File: config.mk
export PLATFORM = sky130hd
export DESIGN_NAME = resistor_ladder_key_decoder
export DESIGN_NICKNAME = d
export VERILOG_FILES = /design/src/hw/rtl/rlkd_pkg.sv /design/src/hw/rtl/rlkd_match.sv /design/src/hw/rtl/rlkd_track.sv /design/src/hw/rtl/resistor_ladder_key_decoder.sv
export SDC_FILE = /design/constraint.sdc
export NUM_CORES = 1
export LEC_CHECK = 0
export BUFFER_PORTS_ARGS = -buffer_cell sky130_fd_sc_hd__buf_2
export CORE_UTILIZATION = 56
export CTS_BUF_LIST = sky130_fd_sc_hd__clkbuf_8
export CTS_CLUSTER_DIAMETER = 150
export DETAILED_ROUTE_END_ITERATION = 6
export GPL_TIMING_DRIVEN = 1
export PLACE_DENSITY = 0.74
export SYNTH_ARGS = -nofsm -noshare
export SYNTH_HDL_FRONTEND = slang
export SYNTH_SLANG_ARGS = --single-unit
export TNS_END_PERCENT = 10
File: constraint.sdc
create_clock -name aclk -period 30.6 [get_ports aclk]
set_clock_uncertainty 0.2 [all_clocks]
set_input_delay 7.65 -clock aclk [delete_from_list [all_inputs] [get_ports aclk]]
set_output_delay 7.65 -clock aclk [all_outputs]
set_load 0.005 [all_outputs]
File: src/hw/rtl/rlkd_pkg.sv
`timescale 1ns / 1ps
// ----------------------------------------------------------------------------
// rlkd_pkg
// Shared types and constants of the resistor ladder key decoder.
// ----------------------------------------------------------------------------
package rlkd_pkg;

    localparam int MAX_ENTRIES_DEF = 5;
    localparam int ADC_BITS_DEF    = 12;

    localparam int LEVEL_W   = 12;
    localparam int KEY_W     = 8;
    localparam int LEVELS_W  = 60;
    localparam int KEYS_W    = 40;
    localparam int COUNT_W   = 3;
    localparam int TIME_W    = 32;
    localparam int HOLD_W    = 16;
    localparam int TOL_W     = 13;
    localparam int DIFF_W    = 15;
    localparam int CFG_IDX_W = 3;
    localparam int CFG_W     = 60;

    localparam logic [DIFF_W-1:0] NO_MATCH_DIFF = 15'd32767;
    localparam logic [KEY_W-1:0]  LONG_EVENT    = 8'hFF;
    localparam logic [KEY_W-1:0]  NO_KEY        = 8'h00;

    // configuration register indexes
    localparam logic [CFG_IDX_W-1:0] REG_LADDER_LEVELS   = 3'd0;
    localparam logic [CFG_IDX_W-1:0] REG_LADDER_KEYS     = 3'd1;
    localparam logic [CFG_IDX_W-1:0] REG_ENTRY_COUNT     = 3'd2;
    localparam logic [CFG_IDX_W-1:0] REG_SELECT_CODE     = 3'd3;
    localparam logic [CFG_IDX_W-1:0] REG_HOLD_TIME_MS    = 3'd4;
    localparam logic [CFG_IDX_W-1:0] REG_MATCH_TOLERANCE = 3'd5;
    localparam logic [CFG_IDX_W-1:0] REG_SETTLE_TIME_MS  = 3'd6;

    localparam logic [HOLD_W-1:0] HOLD_RESET   = 16'd1000;
    localparam logic [TOL_W-1:0]  TOL_RESET    = 13'd100;
    localparam logic [HOLD_W-1:0] SETTLE_RESET = 16'd50;

    typedef struct packed {
        logic [LEVELS_W-1:0] ladder_levels;
        logic [KEYS_W-1:0]   ladder_keys;
        logic [COUNT_W-1:0]  entry_count;
        logic [TOL_W-1:0]    match_tolerance;
    } match_cfg_t;

    typedef struct packed {
        logic [KEY_W-1:0]  select_code;
        logic [HOLD_W-1:0] hold_time_ms;
        logic [HOLD_W-1:0] settle_time_ms;
    } track_cfg_t;

    typedef struct packed {
        logic [KEY_W-1:0] key_event;
        logic             long_active;
    } track_out_t;

endpackage

File: src/hw/rtl/rlkd_match.sv
`timescale 1ns / 1ps
// ----------------------------------------------------------------------------
// rlkd_match
// Nearest ladder level search with tolerance check; gives the decoded key.
// ----------------------------------------------------------------------------
module rlkd_match #(
    parameter int MAX_ENTRIES = rlkd_pkg::MAX_ENTRIES_DEF,
    parameter int ADC_BITS    = rlkd_pkg::ADC_BITS_DEF
) (
    input  logic [rlkd_pkg::LEVEL_W-1:0] adc_sample,
    input  rlkd_pkg::match_cfg_t         cfg,
    output logic [rlkd_pkg::KEY_W-1:0]   key
);

    localparam logic [rlkd_pkg::LEVEL_W-1:0] ADC_MASK =
        rlkd_pkg::LEVEL_W'((1 << ADC_BITS) - 1);
    localparam logic [rlkd_pkg::COUNT_W-1:0] MAX_COUNT =
        rlkd_pkg::COUNT_W'(MAX_ENTRIES);

    logic [rlkd_pkg::COUNT_W-1:0] count;
    logic [rlkd_pkg::LEVEL_W-1:0] sample;
    logic [rlkd_pkg::LEVEL_W-1:0] level [MAX_ENTRIES];
    logic [rlkd_pkg::LEVEL_W-1:0] diff  [MAX_ENTRIES];
    logic [rlkd_pkg::DIFF_W-1:0]  best_diff;
    logic [rlkd_pkg::KEY_W-1:0]   best_key;
    logic                         found;

    assign count  = (cfg.entry_count > MAX_COUNT) ? MAX_COUNT : cfg.entry_count;
    assign sample = adc_sample & ADC_MASK;

    always_comb begin
        for (int i = 0; i < MAX_ENTRIES; i++) begin
            level[i] = cfg.ladder_levels[rlkd_pkg::LEVEL_W*i +: rlkd_pkg::LEVEL_W] & ADC_MASK;
            diff[i]  = (sample >= level[i]) ? (sample - level[i]) : (level[i] - sample);
        end
    end

    // strict compare keeps the lowest index on ties
    always_comb begin
        best_diff = rlkd_pkg::NO_MATCH_DIFF;
        best_key  = rlkd_pkg::NO_KEY;
        found     = 1'b0;
        for (int i = 0; i < MAX_ENTRIES; i++) begin
            if ((rlkd_pkg::COUNT_W'(i) < count) &&
                (rlkd_pkg::DIFF_W'(diff[i]) < best_diff)) begin
                best_diff = rlkd_pkg::DIFF_W'(diff[i]);
                best_key  = cfg.ladder_keys[rlkd_pkg::KEY_W*i +: rlkd_pkg::KEY_W];
                found     = 1'b1;
            end
        end
    end

    assign key = (found && (rlkd_pkg::TOL_W'(best_diff) < cfg.match_tolerance))
                 ? best_key : rlkd_pkg::NO_KEY;

endmodule

File: src/hw/rtl/rlkd_track.sv
`timescale 1ns / 1ps
// ----------------------------------------------------------------------------
// rlkd_track
// Key state tracking: select click and long press, debounce of other keys.
// ----------------------------------------------------------------------------
module rlkd_track (
    input  logic                          aclk,
    input  logic                          aresetn,
    input  logic                          step,
    input  logic [rlkd_pkg::KEY_W-1:0]    key,
    input  logic [rlkd_pkg::TIME_W-1:0]   now_ms,
    input  rlkd_pkg::track_cfg_t          cfg,
    output rlkd_pkg::track_out_t          result
);

    logic [rlkd_pkg::KEY_W-1:0]  prev_key_reg,        prev_key_next;
    logic [rlkd_pkg::TIME_W-1:0] last_change_ms_reg,  last_change_ms_next;
    logic [rlkd_pkg::TIME_W-1:0] select_start_ms_reg, select_start_ms_next;
    logic                        tracking_reg,        tracking_next;
    logic                        long_fired_reg,      long_fired_next;

    logic [rlkd_pkg::TIME_W-1:0] held_ms;
    logic [rlkd_pkg::TIME_W-1:0] since_change_ms;
    logic [rlkd_pkg::KEY_W-1:0]  event_code;

    // time differences wrap modulo 2^32
    assign held_ms         = now_ms - select_start_ms_reg;
    assign since_change_ms = now_ms - last_change_ms_reg;

    always_comb begin
        prev_key_next        = prev_key_reg;
        last_change_ms_next  = last_change_ms_reg;
        select_start_ms_next = select_start_ms_reg;
        tracking_next        = tracking_reg;
        long_fired_next      = long_fired_reg;
        event_code           = rlkd_pkg::NO_KEY;
        if (key == cfg.select_code) begin
            if (!tracking_reg) begin
                tracking_next        = 1'b1;
                select_start_ms_next = now_ms;
                long_fired_next      = 1'b0;
                prev_key_next        = key;
            end else if (!long_fired_reg &&
                         held_ms >= rlkd_pkg::TIME_W'(cfg.hold_time_ms)) begin
                long_fired_next = 1'b1;
                event_code      = rlkd_pkg::LONG_EVENT;
            end
        end else if (prev_key_reg == cfg.select_code && tracking_reg) begin
            // select released; click only if no long press fired
            tracking_next   = 1'b0;
            long_fired_next = 1'b0;
            prev_key_next   = key;
            if (!long_fired_reg) begin
                last_change_ms_next = now_ms;
                event_code          = cfg.select_code;
            end
        end else if (key != prev_key_reg &&
                     since_change_ms > rlkd_pkg::TIME_W'(cfg.settle_time_ms)) begin
            prev_key_next       = key;
            last_change_ms_next = now_ms;
            event_code          = key;
        end
    end

    always_ff @(posedge aclk) begin
        if (!aresetn) begin
            prev_key_reg        <= rlkd_pkg::NO_KEY;
            last_change_ms_reg  <= '0;
            select_start_ms_reg <= '0;
            tracking_reg        <= 1'b0;
            long_fired_reg      <= 1'b0;
        end else if (step) begin
            prev_key_reg        <= prev_key_next;
            last_change_ms_reg  <= last_change_ms_next;
            select_start_ms_reg <= select_start_ms_next;
            tracking_reg        <= tracking_next;
            long_fired_reg      <= long_fired_next;
        end
    end

    assign result.key_event   = event_code;
    assign result.long_active = long_fired_next;

endmodule

File: src/hw/rtl/resistor_ladder_key_decoder.sv
`timescale 1ns / 1ps
// ----------------------------------------------------------------------------
// resistor_ladder_key_decoder
// Analog keypad decoder for a resistor ladder read through an ADC.
// ----------------------------------------------------------------------------
// Each sample transfer (ADC reading plus millisecond timestamp) yields exactly
// one result transfer carrying the key event, a pressed flag and a long-press
// flag. A sample is captured in an input register, decoded and run through the
// key tracking, and the result lands in an output register, so the block takes
// one sample per clock unless the output stalls. s_axis_tready stays high while
// the output register is free or being read; the combinational nearest-level
// search and tracking update set that rate. The user must write configuration
// via cfg_wr_en / cfg_addr / cfg_wdata only while no sample is in flight; the
// block does not enforce this. Writes to unknown indexes are dropped.
// ----------------------------------------------------------------------------
module resistor_ladder_key_decoder #(
    parameter int MAX_ENTRIES = rlkd_pkg::MAX_ENTRIES_DEF,
    parameter int ADC_BITS    = rlkd_pkg::ADC_BITS_DEF
) (
    input  logic                            aclk,
    input  logic                            aresetn,

    input  logic                            cfg_wr_en,
    input  logic [rlkd_pkg::CFG_IDX_W-1:0]  cfg_addr,
    input  logic [rlkd_pkg::CFG_W-1:0]      cfg_wdata,

    input  logic                            s_axis_tvalid,
    output logic                            s_axis_tready,
    // [11:0] adc_sample, [43:12] now_ms, [47:44] zero
    input  logic [47:0]                     s_axis_tdata,

    output logic                            m_axis_tvalid,
    input  logic                            m_axis_tready,
    // [7:0] key_event, [8] any_pressed, [9] long_active, [15:10] zero
    output logic [15:0]                     m_axis_tdata
);

    rlkd_pkg::match_cfg_t match_cfg_reg;
    rlkd_pkg::track_cfg_t track_cfg_reg;

    logic                                in_valid_reg;
    logic [rlkd_pkg::LEVEL_W-1:0]        in_sample_reg;
    logic [rlkd_pkg::TIME_W-1:0]         in_now_reg;

    logic                                out_valid_reg;
    logic [rlkd_pkg::KEY_W-1:0]          out_event_reg;
    logic                                out_pressed_reg;
    logic                                out_long_reg;

    logic                                s_transfer;
    logic                                advance;
    logic [rlkd_pkg::KEY_W-1:0]          key;
    rlkd_pkg::track_out_t                trk_out;

    always_ff @(posedge aclk) begin
        if (!aresetn) begin
            match_cfg_reg.ladder_levels   <= '0;
            match_cfg_reg.ladder_keys     <= '0;
            match_cfg_reg.entry_count     <= '0;
            match_cfg_reg.match_tolerance <= rlkd_pkg::TOL_RESET;
            track_cfg_reg.select_code     <= rlkd_pkg::NO_KEY;
            track_cfg_reg.hold_time_ms    <= rlkd_pkg::HOLD_RESET;
            track_cfg_reg.settle_time_ms  <= rlkd_pkg::SETTLE_RESET;
        end else if (cfg_wr_en) begin
            unique case (cfg_addr)
                rlkd_pkg::REG_LADDER_LEVELS: begin
                    match_cfg_reg.ladder_levels <= cfg_wdata[rlkd_pkg::LEVELS_W-1:0];
                end
                rlkd_pkg::REG_LADDER_KEYS: begin
                    match_cfg_reg.ladder_keys <= cfg_wdata[rlkd_pkg::KEYS_W-1:0];
                end
                rlkd_pkg::REG_ENTRY_COUNT: begin
                    match_cfg_reg.entry_count <= cfg_wdata[rlkd_pkg::COUNT_W-1:0];
                end
                rlkd_pkg::REG_SELECT_CODE: begin
                    track_cfg_reg.select_code <= cfg_wdata[rlkd_pkg::KEY_W-1:0];
                end
                rlkd_pkg::REG_HOLD_TIME_MS: begin
                    track_cfg_reg.hold_time_ms <= cfg_wdata[rlkd_pkg::HOLD_W-1:0];
                end
                rlkd_pkg::REG_MATCH_TOLERANCE: begin
                    match_cfg_reg.match_tolerance <= cfg_wdata[rlkd_pkg::TOL_W-1:0];
                end
                rlkd_pkg::REG_SETTLE_TIME_MS: begin
                    track_cfg_reg.settle_time_ms <= cfg_wdata[rlkd_pkg::HOLD_W-1:0];
                end
                default: begin
                end
            endcase
        end
    end

    // input register moves on whenever the output register is free or read
    assign advance       = in_valid_reg && (!out_valid_reg || m_axis_tready);
    assign s_axis_tready = !in_valid_reg || advance;
    assign s_transfer    = s_axis_tvalid && s_axis_tready;

    always_ff @(posedge aclk) begin
        if (!aresetn) begin
            in_valid_reg <= 1'b0;
        end else if (s_transfer) begin
            in_valid_reg <= 1'b1;
        end else if (advance) begin
            in_valid_reg <= 1'b0;
        end
    end

    always_ff @(posedge aclk) begin
        if (s_transfer) begin
            in_sample_reg <= s_axis_tdata[11:0];
            in_now_reg    <= s_axis_tdata[43:12];
        end
    end

    rlkd_match #(
        .MAX_ENTRIES (MAX_ENTRIES),
        .ADC_BITS    (ADC_BITS)
    ) u_match (
        .adc_sample (in_sample_reg),
        .cfg        (match_cfg_reg),
        .key        (key)
    );

    rlkd_track u_track (
        .aclk    (aclk),
        .aresetn (aresetn),
        .step    (advance),
        .key     (key),
        .now_ms  (in_now_reg),
        .cfg     (track_cfg_reg),
        .result  (trk_out)
    );

    always_ff @(posedge aclk) begin
        if (!aresetn) begin
            out_valid_reg <= 1'b0;
        end else if (advance) begin
            out_valid_reg <= 1'b1;
        end else if (m_axis_tready) begin
            out_valid_reg <= 1'b0;
        end
    end

    always_ff @(posedge aclk) begin
        if (advance) begin
            out_event_reg   <= trk_out.key_event;
            out_pressed_reg <= (key != rlkd_pkg::NO_KEY);
            out_long_reg    <= trk_out.long_active;
        end
    end

    assign m_axis_tvalid = out_valid_reg;
    assign m_axis_tdata  = {6'b0, out_long_reg, out_pressed_reg, out_event_reg};

endmodule

=== Word level (Yosys, flattened, before mapping) ===
Cells that the tools add are included.

* Register bits: 286
* Word-level logic and storage cells: 140

* Magnitude comparators: 18
* Equal/unequal tests: 11
* Bitwise gates (word level): 2
* Mux-type cells: 45
* Reductions and logical operators: 33
* $add $sub $neg: 12

{| class="wikitable"
|+ Operators with widths
! operator !! number
|-
| 8-bit two-way mux || 16
|-
| 12-bit subtractor || 10
|-
| 32-bit two-way mux || 3
|-
| 32-bit subtractor || 2
|-
| 12-bit greater-or-equal comparator || 5
|-
| 12-bit by 15-bit less-than comparator with 1-bit output || 4
|-
| 12-bit two-way mux || 5
|-
| 15-bit two-way mux || 4
|-
| 32-bit by 16-bit greater-or-equal comparator with 1-bit output || 1
|-
| 32-bit by 16-bit greater-than comparator with 1-bit output || 1
|-
| 8-bit == test || 2
|-
| 2-bit AND reduction || 8
|-
| 1-bit two-way mux || 15
|-
| 13-bit less-than comparator || 1
|-
| 13-bit two-way mux || 1
|-
| 1-bit logical AND || 10
|-
| 3-bit == test (second input constant) || 3
|-
| 8-bit != test || 1
|-
| 2-bit nonzero test || 4
|-
| 8-bit nonzero test || 1
|-
| 3-bit by 2-bit == test with 1-bit output (second input constant) || 2
|-
| 1-bit by 3-bit less-than comparator with 1-bit output (first input constant) || 2
|-
| 2-bit by 3-bit less-than comparator with 1-bit output (first input constant) || 2
|-
| 3-bit AND reduction || 2
|-
| other kinds (11) || 16
|}

=== Depth between registers and ports, before layout ===
* Depth after elaboration: 24
* Mapped depth: 82
* Gate-level depth less buffers: 73

=== Cells and area by module ===
From an unflattened synthesis, not the netlist that was laid out.

* Cells, all modules: 2996
* Area total of the unflattened synthesis: 24722.5 µm²

{| class="wikitable"
|+ By module, submodules not included
! module !! instances !! area an instance (µm²) !! cells each !! sequential area each (µm²)
|-
| rlkd_match || 1 || 8727.1 || 1219 || 0.0
|-
| rlkd_track || 1 || 8131.5 || 1108 || 1481.4
|-
| resistor_ladder_key_decoder || 1 || 7863.8 || 669 || 4784.6
|}

=== Worst setup path after synthesis ===
No wires, ideal clock.

* Path type: in2out
* Start point: input port m_axis_tready
* End point: output port s_axis_tready
* Cell stages on the path: 2
* Buffers on the path: 0
* Data required time: 22750 ps
* Setup slack: 14834 ps
* Data arrival time: 7916 ps
* Path through: nor2b_1 > nand2_1

* Longest elaborated chain between the ends: 3

{| class="wikitable"
|+ Ends and longest elaborated chain
! what !! line !! source
|-
| start: declaration || resistor_ladder_key_decoder.sv:33 || <nowiki>input logic m_axis_tready,</nowiki>
|-
| 1-bit logical OR || resistor_ladder_key_decoder.sv:94 || <nowiki>assign advance = in_valid_reg && (!out_valid_reg || m_axis_tready);</nowiki>
|-
| 1-bit logical AND || resistor_ladder_key_decoder.sv:94 ||
|-
| 1-bit logical OR || resistor_ladder_key_decoder.sv:95 || <nowiki>assign s_axis_tready = !in_valid_reg || advance;</nowiki>
|-
| end: declaration || resistor_ladder_key_decoder.sv:28 || <nowiki>output logic s_axis_tready,</nowiki>
|}

Every way passes these cells.

=== Worst setup path after layout ===
* Start point: register in_sample_reg[0] (netlist name)
* End point: register u_track.select_start_ms_reg[0] (netlist name)

* Longest elaborated chain between the ends: 20
* Elaborated cells on any way between the ends: 46
* Classes of those cells: add/sub: 10; order compare: 10; eq/ne: 1; mux: 19; reduce/logical: 6

{| class="wikitable"
|+ Ends and longest elaborated chain
! what !! line !! source
|-
| start: declaration || resistor_ladder_key_decoder.sv:42 || <nowiki>logic [rlkd_pkg::LEVEL_W-1:0] in_sample_reg;</nowiki>
|-
| start signal: assignment || resistor_ladder_key_decoder.sv:110 || <nowiki>in_sample_reg <= s_axis_tdata[11:0];</nowiki>
|-
| 12-bit subtractor / 12-bit greater-or-equal comparator (equally long branches) || rlkd_match.sv:34 || <nowiki>diff[i] = (sample >= level[i]) ? (sample - level[i]) : (level[i] - sample);</nowiki>
|-
| 12-bit two-way mux || rlkd_match.sv:34 ||
|-
| 15-bit two-way mux || rlkd_match.sv:44 || <nowiki>if ((rlkd_pkg::COUNT_W'(i) < count) &&</nowiki>
|-
| 12-bit by 15-bit less-than comparator with 1-bit output || rlkd_match.sv:45 || <nowiki>(rlkd_pkg::DIFF_W'(diff[i]) < best_diff)) begin</nowiki>
|-
| 1-bit logical AND || rlkd_match.sv:44 ||
|-
| 15-bit two-way mux || rlkd_match.sv:44 ||
|-
| 12-bit by 15-bit less-than comparator with 1-bit output || rlkd_match.sv:45 ||
|-
| 1-bit logical AND || rlkd_match.sv:44 ||
|-
| (+4 left out) || n/a ||
|-
| 12-bit by 15-bit less-than comparator with 1-bit output || rlkd_match.sv:45 ||
|-
| 1-bit logical AND || rlkd_match.sv:44 ||
|-
| 13-bit two-way mux || rlkd_match.sv:44 ||
|-
| 13-bit less-than comparator || rlkd_match.sv:53 || <nowiki>assign key = (found && (rlkd_pkg::TOL_W'(best_diff) < cfg.match_tolerance))</nowiki>
|-
| 1-bit logical AND || rlkd_match.sv:53 ||
|-
| 8-bit two-way mux * || rlkd_match.sv:54 || <nowiki>? best_key : rlkd_pkg::NO_KEY;</nowiki>
|-
| 8-bit == test * || rlkd_track.sv:37 || <nowiki>if (key == cfg.select_code) begin</nowiki>
|-
| 3-bit AND reduction (no source line) * || n/a ||
|-
| end signal: assignment || rlkd_track.sv:75 || <nowiki>select_start_ms_reg <= select_start_ms_next;</nowiki>
|-
| end: declaration || rlkd_track.sv:18 || <nowiki>logic [rlkd_pkg::TIME_W-1:0] select_start_ms_reg, select_start_ms_next;</nowiki>
|}

Mark *: on every way between the ends. The rest lies on a longest branch, timed or not.
A chain may end at the register's enable or synchronous reset.

==> metrics.sh <==
TNS_NS=0
DRIVE_ABOVE_1_SHARE_PCT=9.90
DIE_AREA_MM2=0.0407
CLOCK_INSERTION_DELAY_AT_THE_LATER_PIN_OF_THE_SKEW_REPORT_NS=0.66
SYNTHESIS.YOSYS.WARNINGS=0
GP_ROUTABILITY_CONGESTION=0.967
CELLINTERNALPOWER_uW=684
ROUTED_WIRELENGTH_UM=62700
SLEW-LIMIT-HEADROOM_PCT=15.5
YOSYS_MOST_USED_DFF='sky130_fd_sc_hd__dfxtp_1'
CRITPATHCAPTURETYPE='register'
MAX-CAP-VIOLATIONS=0
VDD_IR_DROP_MAX_V=0.0000337
CRIT_PATH_MAX_FANOUT=32
LEAKAGE_POWER_nW=10.5
DRT-PASS1-ITER-COUNT=6
MIN-DELAY-START='u_track.last_change_ms_reg[23]'
DRTITER0DRC=1530
POWER.COMBINATIONAL.FRACTION_PCT=24.8
R2R_START='in_sample_reg[0]'
GRT_SETUP_UNREPAIRED='false'
FIN_HOLD_WS_NS=0.255
SHARE_OF_THE_SYNTHESIZED_AREA_IN_COMPOUND_GATES_AO_OA_AOI_OAI_PCT=21.7
ANTENNA_VIOLATING_NETS_POST_ROUTE=0
FF2FF_SETUP_SLACK_NS=11.14
XOR_XNOR_FRACTION_OF_SYNTH_AREA_PCT=3.29
NUM-NETS-FINAL=3263
DIE_H_UM=202
PWR-SHARE-SEQ_PCT=40.4
FMAX_GHz=0.0514
CORE_AREA_MM2=0.0390
YOSYS.AREA_SHARE.ADDER_PCT=15.9
POWERDENSITY_mW_PER_MM2=41.5
TIMING.FINAL.CRIT_SHARE_PCT=63.6
WORSTSETUPPATHTYPE='register to register'
REQUIRED_NS=30.88
ASYNC_RESET_FF_SHARE_PCT=0
GRT_REMAINING_OVERFLOW=0
DP.FINAL_HPWL_UM=47400
FIRST_PASS_GRT_WIRE_LENGTH_UM=99700
REG2REG_TO='u_track.select_start_ms_reg[0]'
NUM_VIAS=20142
GLOBAL_ROUTE.USAGE.TOTAL_PCT=30.6
CTS_RESIZED=0
MAXIMUM_CLOCK_INSERTION_BUFFER_COUNT=3
SYNTH_TOP_FAMILY_BY_AREA='compound AO/OA/AOI/OAI gates'
SYN_INST=2780
PLACED_CELL_AREA_MM2=0.0233
GRT_MAX_DEGREE=93
YOSYSSEQAREASHARE_PCT=28.0
SYNTH_ENABLE_FLOP_CELLS=54
POSTSYNTHREGISTERBITS=286
CTS.REPORTEDPATHS.CLKPINSLEW_NS=0.06
FINAL_UTIL_PCT=62.3
AREA.GROWTH.SYNTH_TO_FINAL_PCT=8.70
SYNTH_CELL_TYPES=100
FIN_CRIT_NS=19.46
DRCVIOLATIONCOUNT=0
WHS_ENDPOINT='u_track.last_change_ms_reg[23]'
FIRST_GLOBAL_VIAS=19532
LARGEST_REGISTER_FFS=116
NUMBER_OF_H_TREE_LEVELS=2
SYNTHSIMPLEGATEAREAFRAC_PCT=17.5
ANTENNA_FOUND_INITIAL=5
REPORT.FINAL.HOLD_VIOL_COUNT=0
CTS_HOLD_REPAIR.BUFFERS=0
POSTLAYOUTCELLAREA_MM2=0.0243
DIEWIDTH_UM=202
ROUTE.DETAILED.WL_PER_INST_UM=18.3
CTS-ROOT-BUF='sky130_fd_sc_hd__clkbuf_8'
PLACEMENT.IO_BUFFERS=123
TIMING.CRITICAL_PATH.ARRIVAL_NS=19.73
CRITICAL_PATH.SLOWEST_CELL='sky130_fd_sc_hd__or3_2'
FP-ROW-COUNT=72
INITIAL_UTIL_PCT=57.3
SYNTH_AREA_PER_CELL_UM2=8.04
TOTALPOWERFINAL_mW=1.01
REG2REGPATHDEPTH=70
ROUTE.DETAILED.VIAS_PER_INST=5.87
CTS_SETUP_BUFFERS=0
STATUS='finished, final reports clean'
CTS_SINKS=286
WORSTHOLDPATHCELLS=2
CTS_MADE_BUFFERS=52
TIMING_WORST_SLEW_PIN_VALUE_NS=1.26
YOSYS-MUX-AREA-FRACTION_PCT=6.74
TIMING.HOLD.WORST.CLASS='register to register'
HIGHEST_COUNT_CELLS_IN_THE_LAYOUT_IGNORING_FILL_AND_TAPS='sky130_fd_sc_hd__nand2_1, sky130_fd_sc_hd__inv_1, sky130_fd_sc_hd__ha_1, sky130_fd_sc_hd__dfxtp_1, sky130_fd_sc_hd__a21oi_1'
CP-STARTPOINT='in_sample_reg[0]'
POWER.CLOCK.FRACTION_PCT=34.8
TRITONCTS='done'
IO_COUNT=134
LAYOUT_COMMONEST_CELL='sky130_fd_sc_hd__nand2_1'
CRIT_START_CATEGORY='register'
SWITCHING_POWER_TOTAL_uW=326
CRITPATHMAXSTAGEDELAY_NS=0.89
SWITCHING_SHARE_OF_TOTAL_POWER_PCT=32.3
SETUP_VIOL=0
SLEW_VIOLATIONS=0
MAPPEDNETLISTAREA_MM2=0.0224
metrics by stage:
| step | setup slack (ns) | instances |
|---|---|---|
| after floorplan | 14.83 | 2785 |
| after global placement | 11.95 | 3335 |
| after detailed placement | 11.66 | 3335 |
| after CTS | 11.57 | 3427 |
| after global routing | 9.97 | 3429 |
| final | 11.14 | 3429 |
power by group through the flow:
stage          clock network, mW  registers (mW)  logic (mW)
3_5_place_dp                   0           0.416       0.246
6_report                   0.351           0.408       0.251
3_3_place_gp                   0           0.415       0.238
5_1_grt                    0.378           0.409       0.279
2_1_floorplan                  0           0.412       0.183
4_1_cts                    0.360           0.408       0.248
routing by layer:
metal,GRT usage (%),share of wire (%),vias to the layer above
met5,0,0.059,-
met4,14.2,4.4,6
met3,4.14,6.6,157
met2,51.0,46,621
met1,39.0,43,9498
li1,-,-,9860
worst max-delay path, delay by kind of cell (launching register included):
kind | cells | cell delay, ns
AO/OA/AOI/OAI | 32 | 9.13
multiplexers | 3 | 0.95
adder cells (fa/ha/maj) | 7 | 2.28
AND/OR/NAND/NOR | 22 | 4.85
XOR/XNOR | 1 | 0.30
flip-flops | 1 | 0.58
buffers and inverters | 5 | 0.90
cell families after synthesis:
logic type / count (synthesis)
flops: 286
buf+inv: 385
xor+xnor: 84
simple gates: 886
compound gates: 715
other cells: 1
mux: 146
fa+ha+maj: 277
final cells by class:
| type | instances | area [µm²] |
|---|---|---|
| fill | 3470 | 14700 |
| clock inverter | 33 | 176 |
| inverter | 277 | 1040 |
| clock buffer | 59 | 812 |
| tap | 518 | 648 |
| multi-input combinational | 2114 | 14600 |
| sequential | 286 | 6270 |
| timing repair buffer | 140 | 746 |
| antenna | 2 | 5.00 |
cells in the mapped netlist (all sizes together) (18+ instances only):
library cell  instances  area share, %
a211oi               19           0.68
a21boi               76            2.6
a21o                104            3.5
a21oi               220            5.0
a31oi                18           0.57
buf                  27           0.81
clkbuf               81            1.4
dfxtp               232             21
edfxtp               54            7.3
ha                  264             15
inv                 277            4.7
mux2                 27            1.4
mux2i               118            5.3
nand2               482            8.1
nand2b               19           0.53
nand3                39           0.87
nand4                33           0.92
nor2                167            2.8
nor2b                26           0.73
nor3                 37           0.87
o211ai               29            1.0
o21ai               102            2.4
o21bai               21           0.71
xnor2                60            2.4
xor2                 24           0.94
how the worst max path moves through the flow:
| stage | to | slack (ns) | depth (start not counted) |
|---|---|---|---|
| after floorplan | s_axis_tready | 14.83 | 2 |
| after global placement | u_track.select_start_ms_reg[3] | 11.95 | 68 |
| after detailed placement | u_track.select_start_ms_reg[17] | 11.66 | 70 |
| after CTS | u_track.select_start_ms_reg[0] | 11.57 | 70 |
| after global routing | u_track.select_start_ms_reg[6] | 9.97 | 68 |
| final | u_track.select_start_ms_reg[0] | 11.14 | 70 |
No activity file was read; power rests on OpenSTA's default activity.
